File: src/rtl/core/gpg_pkg.sv
// gpg_pkg: shared types and constants for the binary polynomial gcd block
// used by the channel interfaces, the gcd engine and the top level

package gpg_pkg;

	localparam int FIELD_W = 64;
	localparam int DEG_W   = 6;

	typedef enum logic [1:0] {
		ST_IDLE,
		ST_RUN,
		ST_ALIGN,
		ST_DONE
	} gpg_state_t;

	typedef struct packed {
		logic busy;
		logic done;
	} gpg_stat_t;

endpackage

File: src/rtl/core/gpg_if.sv
// gpg_if: valid/ready channel interfaces for operand and result items
// depends on gpg_pkg for the field widths

interface gpg_in_if import gpg_pkg::*; ();
	logic               valid;
	logic               ready;
	logic [FIELD_W-1:0] poly_a;
	logic [FIELD_W-1:0] poly_b;

	modport source (output valid, output poly_a, output poly_b, input ready);
	modport sink (input valid, input poly_a, input poly_b, output ready);
endinterface

interface gpg_out_if import gpg_pkg::*; ();
	logic               valid;
	logic               ready;
	logic [FIELD_W-1:0] gcd_poly;
	logic [DEG_W-1:0]   gcd_degree;

	modport source (output valid, output gcd_poly, output gcd_degree, input ready);
	modport sink (input valid, input gcd_poly, input gcd_degree, output ready);
endinterface

File: src/rtl/core/gpg_core.sv
// gpg_core: bit-serial euclidean gcd engine over left-aligned operands
// depends on gpg_pkg for the state and status types

module gpg_core import gpg_pkg::*; #(
	parameter int POLY_WIDTH = 64
) (
	input  logic                          clk,
	input  logic                          arst_n,
	input  logic                          start,
	input  logic                          ack,
	input  logic [POLY_WIDTH-1:0]         op_a,
	input  logic [POLY_WIDTH-1:0]         op_b,
	output gpg_stat_t                     stat,
	output logic [POLY_WIDTH-1:0]         res_poly,
	output logic [$clog2(POLY_WIDTH)-1:0] res_deg
);

	localparam int DW = $clog2(POLY_WIDTH);
	localparam int TOP = POLY_WIDTH - 1;
	localparam logic [DW-1:0] MAXD = DW'(POLY_WIDTH - 1);

	gpg_state_t state_q, state_d;

	logic [POLY_WIDTH-1:0] a_q, b_q;
	logic [DW-1:0]         da_q, db_q, sh_q;

	logic a_top, b_top, za, zb;
	logic fin, pick_b, shift_a, shift_b, do_xor;

	// a register holds its polynomial shifted up so that x^deg sits at the top bit
	assign a_top = a_q[TOP];
	assign b_top = b_q[TOP];
	assign za    = !a_top && (da_q == '0);
	assign zb    = !b_top && (db_q == '0);

	always_comb begin
		fin     = 1'b0;
		pick_b  = 1'b0;
		if (za && (zb || b_top)) begin
			fin    = 1'b1;
			pick_b = 1'b1;
		end else if (zb && a_top) begin
			fin    = 1'b1;
		end
		shift_a = !a_top && !za;
		shift_b = !b_top && !zb;
		do_xor  = a_top && b_top;
	end

	always_ff @(posedge clk or negedge arst_n) begin
		if (!arst_n) begin
			state_q <= ST_IDLE;
		end else begin
			state_q <= state_d;
		end
	end

	always_comb begin
		state_d = state_q;
		case (state_q)
			ST_IDLE: begin
				if (start) state_d = ST_RUN;
			end
			ST_RUN: begin
				if (fin) state_d = ST_ALIGN;
			end
			ST_ALIGN: begin
				if (sh_q == '0) state_d = ST_DONE;
			end
			ST_DONE: begin
				if (ack) state_d = ST_IDLE;
			end
			default: state_d = ST_IDLE;
		endcase
	end

	always_ff @(posedge clk) begin
		case (state_q)
			ST_IDLE: begin
				if (start) begin
					a_q  <= op_a;
					b_q  <= op_b;
					da_q <= MAXD;
					db_q <= MAXD;
				end
			end
			ST_RUN: begin
				if (fin) begin
					a_q  <= pick_b ? b_q : a_q;
					da_q <= pick_b ? db_q : da_q;
					sh_q <= MAXD - (pick_b ? db_q : da_q);
				end else begin
					if (shift_a) begin
						a_q  <= a_q << 1;
						da_q <= da_q - 1'b1;
					end
					if (shift_b) begin
						b_q  <= b_q << 1;
						db_q <= db_q - 1'b1;
					end
					if (do_xor) begin
						if (da_q >= db_q) begin
							a_q <= a_q ^ b_q;
						end else begin
							b_q <= b_q ^ a_q;
						end
					end
				end
			end
			ST_ALIGN: begin
				if (sh_q != '0) begin
					a_q  <= a_q >> 1;
					sh_q <= sh_q - 1'b1;
				end
			end
			default: begin
			end
		endcase
	end

	assign stat.busy = (state_q != ST_IDLE);
	assign stat.done = (state_q == ST_DONE);
	assign res_poly  = a_q;
	assign res_deg   = da_q;

endmodule

File: src/rtl/core/gf2_polynomial_gcd.sv
// gf2_polynomial_gcd: greatest common divisor of two binary polynomials
// depends on gpg_pkg, gpg_if and gpg_core
//
// usage: operand items arrive on in_ch (poly_a, poly_b, bit i is the x^i
// coefficient); one result item per operand item leaves on out_ch with
// gcd_poly and its degree gcd_degree. bits at and above POLY_WIDTH are ignored.
// a zero operand yields the other operand; two zero operands yield zero.
// the engine takes one item at a time: in_ch.ready is high while it is idle,
// so the next item can be taken once a result has entered the output register.
// each cycle it either shifts the unaligned operands up by one bit or xors the
// aligned operands, then shifts the gcd back down one bit per cycle.
// the result sits in an output register; a new item is accepted while it waits.
// when the receiver stalls and the next gcd is ready, the engine holds it
// until the output register frees up.
// reset clears the engine state and the output valid; no item is in flight.

module gf2_polynomial_gcd import gpg_pkg::*; #(
	parameter int POLY_WIDTH = 64
) (
	input  logic     clk,
	input  logic     arst_n,
	gpg_in_if.sink   in_ch,
	gpg_out_if.source out_ch
);

	localparam int DW = $clog2(POLY_WIDTH);

	gpg_stat_t             stat;
	logic                  start, ack;
	logic [POLY_WIDTH-1:0] res_poly;
	logic [DW-1:0]         res_deg;

	logic                  out_valid_q;
	logic [FIELD_W-1:0]    gcd_poly_q;
	logic [DEG_W-1:0]      gcd_degree_q;

	assign in_ch.ready = !stat.busy;
	assign start       = in_ch.valid && !stat.busy;
	assign ack         = stat.done && (!out_valid_q || out_ch.ready);

	gpg_core #(
		.POLY_WIDTH(POLY_WIDTH)
	) u_core (
		.clk      (clk),
		.arst_n   (arst_n),
		.start    (start),
		.ack      (ack),
		.op_a     (in_ch.poly_a[POLY_WIDTH-1:0]),
		.op_b     (in_ch.poly_b[POLY_WIDTH-1:0]),
		.stat     (stat),
		.res_poly (res_poly),
		.res_deg  (res_deg)
	);

	always_ff @(posedge clk or negedge arst_n) begin
		if (!arst_n) begin
			out_valid_q <= 1'b0;
		end else if (ack) begin
			out_valid_q <= 1'b1;
		end else if (out_ch.ready) begin
			out_valid_q <= 1'b0;
		end
	end

	always_ff @(posedge clk) begin
		if (ack) begin
			gcd_poly_q   <= FIELD_W'(res_poly);
			gcd_degree_q <= DEG_W'(res_deg);
		end
	end

	assign out_ch.valid      = out_valid_q;
	assign out_ch.gcd_poly   = gcd_poly_q;
	assign out_ch.gcd_degree = gcd_degree_q;

endmodule

File: src/flat_wrapper.sv
// flat-port wrapper written by rule: the top's interface ports become plain ports
module gf2_polynomial_gcd_flat import gpg_pkg::*;
#(
	parameter int POLY_WIDTH = 64
)
  (clk, arst_n, in_ch_valid, in_ch_poly_a, in_ch_poly_b, in_ch_ready, out_ch_valid, out_ch_gcd_poly, out_ch_gcd_degree, out_ch_ready);
  gpg_in_if in_ch_i ();
  gpg_out_if out_ch_i ();
  input  logic clk;
  input  logic arst_n;
  input wire logic [$bits(in_ch_i.valid)-1:0] in_ch_valid;
  input wire logic [$bits(in_ch_i.poly_a)-1:0] in_ch_poly_a;
  input wire logic [$bits(in_ch_i.poly_b)-1:0] in_ch_poly_b;
  output wire logic [$bits(in_ch_i.ready)-1:0] in_ch_ready;
  output wire logic [$bits(out_ch_i.valid)-1:0] out_ch_valid;
  output wire logic [$bits(out_ch_i.gcd_poly)-1:0] out_ch_gcd_poly;
  output wire logic [$bits(out_ch_i.gcd_degree)-1:0] out_ch_gcd_degree;
  input wire logic [$bits(out_ch_i.ready)-1:0] out_ch_ready;
  assign in_ch_i.valid = in_ch_valid;
  assign in_ch_i.poly_a = in_ch_poly_a;
  assign in_ch_i.poly_b = in_ch_poly_b;
  assign in_ch_ready = in_ch_i.ready;
  assign out_ch_valid = out_ch_i.valid;
  assign out_ch_gcd_poly = out_ch_i.gcd_poly;
  assign out_ch_gcd_degree = out_ch_i.gcd_degree;
  assign out_ch_i.ready = out_ch_ready;
  gf2_polynomial_gcd #(.POLY_WIDTH(POLY_WIDTH)) u_core (.clk(clk), .arst_n(arst_n), .in_ch(in_ch_i), .out_ch(out_ch_i));
endmodule
File: config.mk
export PLATFORM = sky130hd
export DESIGN_NAME = gf2_polynomial_gcd_flat
export DESIGN_NICKNAME = d
export VERILOG_FILES = /design/src/rtl/core/gpg_pkg.sv /design/src/rtl/core/gpg_if.sv /design/src/rtl/core/gpg_core.sv /design/src/rtl/core/gf2_polynomial_gcd.sv /design/src/flat_wrapper.sv
export SDC_FILE = /design/constraint.sdc
export NUM_CORES = 1
export LEC_CHECK = 0
export BUFFER_PORTS_ARGS = -buffer_cell sky130_fd_sc_hd__buf_2
export CORE_MARGIN = 8
export CORE_UTILIZATION = 58
export DETAILED_ROUTE_END_ITERATION = 6
export PLACE_DENSITY = 0.81
export SLEW_MARGIN = 20
export SYNTH_ARGS = -nofsm -noshare
export SYNTH_HDL_FRONTEND = slang
export SYNTH_HIERARCHICAL = 1
export SYNTH_SLANG_ARGS = --single-unit
File: constraint.sdc
create_clock -name clk -period 17.4 [get_ports clk]
set_input_delay 1.74 -clock clk [delete_from_list [all_inputs] [get_ports clk]]
set_output_delay 1.74 -clock clk [all_outputs]
set_load 0.02 [all_outputs]
==> results.sh <==
export IMPL_synth_top_cells_by_count="sky130_fd_sc_hd__edfxtp_1, sky130_fd_sc_hd__a21oi_1, sky130_fd_sc_hd__nand2_1, sky130_fd_sc_hd__nor2_1, sky130_fd_sc_hd__a211oi_1"
export IMPL_number_of_global_route_vias_before_repair=11842
export IMPL_min_period_ns=3.77
export IMPL_critical_path_max_stage_delay_ns=0.92
export IMPL_synth_seq_area_share_pct=48.8
export IMPL_place_detailed_instances=1815
export IMPL_fin_cells=1858
export IMPL_postCtsSetupBuffers=0
export IMPL_final_min_period_over_clock_period_pct=21.7
export IMPL_grt_setup_unrepaired="no"
export IMPL_synth_enable_flop_cells=216
export IMPL_stdcell_area_um2=15300
export IMPL_die_area_um2=28300
export IMPL_grt_overall_usage_pct=26.8
export IMPL_pre_cts_slack_ns=13.67
export IMPL_syn_inst=1428
export IMPL_timing_critical_path_fanout_max=64
export IMPL_htree_num_levels=1
export IMPL_outcome="finished clean"
export IMPL_utilization_pct=67.4
export IMPL_worstPathArrival_ns=4.04
export IMPL_max_cap_violations=0
export IMPL_drt_iter0_drc=1417
export IMPL_num_nets_final=1705
export IMPL_hp_class="reg2reg"
export IMPL_critPathLaunchType="register"
export IMPL_worst_slew_margin_rel_pct=18.5
export IMPL_clock_skew_ns=0.00756
export IMPL_number_of_buffers_added_by_the_clock_tree_synthesis_step=24
export IMPL_dpl_cell_area_um2=14500
export IMPL_cell_internal_pwr_mw=1.91
export IMPL_synth_avg_cell_area_um2=9.42
export IMPL_slew_viol_final=0
export IMPL_setup_tns_ns=0
export IMPL_async_reset_ff_share_pct=1.37
export IMPL_share_of_post_route_cells_with_drive_strength_above_1_pct=17.3
export IMPL_firstDrtPassIters=5
export IMPL_timing_critical_path_depth=9
export IMPL_initial_core_util_pct=59.3
export IMPL_routabilityCongestion=0.875
export IMPL_synthDistinctLibCells=54
export IMPL_number_of_clock_sinks_seen_by_cts=219
export IMPL_half_perimeter_wire_length_after_detailed_placement_um=24500
export IMPL_power_switching_mw=1.63
export IMPL_synthMostInstantiatedCell="sky130_fd_sc_hd__edfxtp_1"
export IMPL_synth_top_cells_by_area="sky130_fd_sc_hd__edfxtp_1, sky130_fd_sc_hd__a21oi_1, sky130_fd_sc_hd__a211oi_1"
export IMPL_path_buf_inv=3
export IMPL_worstMarginPinSlew_ns=1.22
export IMPL_post_cts_resized=0
export IMPL_floorplan_die_width_um=168
export IMPL_cts_clk_slew_worst_paths_ns=0.06
export IMPL_worst_skew_pair_late_latency_ns=0.53
export IMPL_worst_endpoint_required_ns=17.67
export IMPL_worstPathCellList="inv_1 > ha_1 > a31o_2 > buf_4 > a211oi_4 > buf_4 > a211oi_1 > o31ai_1 > a21oi_1"
export IMPL_combPwrFrac_pct=49.1
export IMPL_endpoint_kind="register"
export IMPL_clk_root_buffer_cell="sky130_fd_sc_hd__clkbuf_16"
export IMPL_worst_r2r_cell_count=9
export IMPL_yosysWarningCount=6
export IMPL_irDropWorstVdd_v=0.000122
export IMPL_wire_per_inst_um=21.3
export IMPL_layout_setup_ws_ns=13.63
export IMPL_maximum_number_of_pins_on_one_net_before_global_route_repair=124
export IMPL_fmaxAchievable_ghz=0.265
export IMPL_fp_dieH_um=168
export IMPL_setup_violations_final=0
export IMPL_via_per_inst=6.57
export IMPL_timing_setup_critical_path_class="reg2reg"
export IMPL_route_vias_total=12216
export IMPL_ioPinCount=204
export IMPL_area_growth_pct=13.7
export IMPL_port_buffers=203
export IMPL_synth_area_leader_cell="sky130_fd_sc_hd__edfxtp_1"
export IMPL_clockPowerShare_pct=15.0
export IMPL_total_detailed_routing_wirelength_um=39600
export IMPL_p_per_area_nw_per_um2=231
export IMPL_count_of_state_elements_after_synthesis=219
export IMPL_placementRows=55
export IMPL_path_delay_family="compound AO/OA/AOI/OAI gates"
export IMPL_postSynth_topFlopCell="sky130_fd_sc_hd__edfxtp_1"
export IMPL_combined_area_of_all_synthesized_cells_um2=13500
export IMPL_yosys_area_top_type_share_pct=48.2
export IMPL_initial_antenna_violation_count=0
export IMPL_timing_critical_path_slowest_stage_cell="sky130_fd_sc_hd__a211oi_4"
export IMPL_static_leakage_power_nw=6.32
export IMPL_net_sw_share_pct=46.0
export IMPL_tritoncts="done"
export IMPL_antennaDiodeCount=0
export IMPL_remaining_drc_errors=0
export IMPL_worst_path_most_repeated_cell="sky130_fd_sc_hd__buf_4"
export IMPL_drt_antenna_violating_nets=0
export IMPL_cts_buffer_depth=3
export IMPL_grt_pass1_wl_um=62600
export IMPL_seqPwrFrac_pct=35.9
export IMPL_global_route_overflow_total=0
export IMPL_finalHoldViolations=0
export IMPL_worst_hold_path_num_cells=2
export IMPL_core_area_um2=22700
export IMPL_fill_cells=1797
export IMPL_syn_nets=1576
export IMPL_hold_buffer_count_at_cts=0
cell families after synthesis:
group / count (synthesis) / share of synthesized area (%)
xor+xnor: 47 / 3.06
mux: 2 / 0.158
compound gates: 521 / 26.0
simple gates: 428 / 14.5
flops: 219 / 48.8
buf+inv: 195 / 6.10
fa+ha+maj: 16 / 1.49
worst paths after layout:
check	from	endpoint	slack, ns
min	u_core/out_ch.valid$_DFFE_PN0P_	u_core/out_ch.valid$_DFFE_PN0P_	0.53
max	u_core/u_core/res_deg[0]$_SDFFCE_PN1P_	u_core/u_core/res_poly[57]$_DFFE_PP_	13.63
min in group asynchronous	arst_n	u_core/u_core/state_q[1]$_DFFE_PN0P_	1.00
max in group asynchronous	arst_n	u_core/u_core/state_q[0]$_DFFE_PN0P_	16.29
max reg2reg	u_core/u_core/res_deg[0]$_SDFFCE_PN1P_	u_core/u_core/res_poly[57]$_DFFE_PP_	13.63
min reg2reg	u_core/out_ch.valid$_DFFE_PN0P_	u_core/out_ch.valid$_DFFE_PN0P_	0.53
metal layers:
metal / GRT usage (%) / up-vias / routed length, um / part of all wire [%]
met3: 4.72 / 87 / 4170 / 11
met1: 35.2 / 5774 / 15600 / 39
met5: 0 / - / 0 / 0
met4: 9.63 / 0 / 1100 / 2.8
li1: - / 5605 / - / -
met2: 43.8 / 750 / 18700 / 47
power by group through the flow:
stage | registers [mW] | clock network [mW] | logic, mW
CTS | 1.27 | 0.534 | 1.70
global placement | 1.26 | 0 | 1.63
finish | 1.27 | 0.530 | 1.74
global route | 1.30 | 0.553 | 1.91
floorplan | 1.29 | 0 | 1.24
detailed placement | 1.27 | 0 | 1.69
sequential cells by signal (all words and copies together), names as in the netlist:
register and flops:
u_core/out_ch.gcd_degree 6, u_core/out_ch.gcd_poly 64, u_core/out_ch.valid 1, u_core/u_core/b_q 64, u_core/u_core/db_q 6, u_core/u_core/res_deg 6
u_core/u_core/res_poly 64, u_core/u_core/sh_q 6, u_core/u_core/state_q 2
layout make-up:
cell class | count | area, um2 | area share (%)
repair buffers | 218 | 1150 | 7.50
well taps | 285 | 357 | 2.33
inverters | 80 | 300 | 1.96
flip-flops and latches | 219 | 6560 | 42.9
clock inverters | 13 | 160 | 1.05
clock buffers | 29 | 641 | 4.19
multi-input cells | 1014 | 6140 | 40.1
worst min-delay path, delay by kind of cell, from the launching register on:
family        cells  cell delay, ns
flops             1            0.35
simple gates      2            0.15
per-stage QoR:
stage          power [mW]  hold WS [ns]
2_1_floorplan        2.53         0.474
3_3_place_gp         2.90         0.491
3_5_place_dp         2.96         0.515
4_1_cts              3.50         0.532
5_1_grt              3.77         0.553
6_report             3.54         0.530
cells in the final DEF, fill, tap and decap left out, types with 3 or more instances in the layout:
cell type                   count
sky130_fd_sc_hd__a211oi_1      87
sky130_fd_sc_hd__a21oi_1      206
sky130_fd_sc_hd__nor2b_1        5
sky130_fd_sc_hd__ha_1          13
sky130_fd_sc_hd__a22o_1        39
sky130_fd_sc_hd__bufinv_16      4
sky130_fd_sc_hd__a21o_1        39
sky130_fd_sc_hd__o211ai_1       3
sky130_fd_sc_hd__xor2_1        12
sky130_fd_sc_hd__clkbuf_16     25
sky130_fd_sc_hd__nand3_1       26
sky130_fd_sc_hd__nor3_1        66
sky130_fd_sc_hd__nor2_1        86
sky130_fd_sc_hd__xnor2_1       35
sky130_fd_sc_hd__inv_1         79
sky130_fd_sc_hd__buf_4         14
sky130_fd_sc_hd__o21ai_1        5
sky130_fd_sc_hd__buf_2        203
sky130_fd_sc_hd__o2bb2ai_1     23
sky130_fd_sc_hd__nand2_1      168
sky130_fd_sc_hd__o31ai_1       63
sky130_fd_sc_hd__clkinv_2       5
sky130_fd_sc_hd__dfrtp_1        3
sky130_fd_sc_hd__o311ai_0      23
sky130_fd_sc_hd__o21ai_0       13
sky130_fd_sc_hd__clkbuf_1       4
sky130_fd_sc_hd__clkinv_1       4
sky130_fd_sc_hd__and3_1        62
sky130_fd_sc_hd__edfxtp_1     216
No activity file was read; power rests on OpenSTA's default activity.
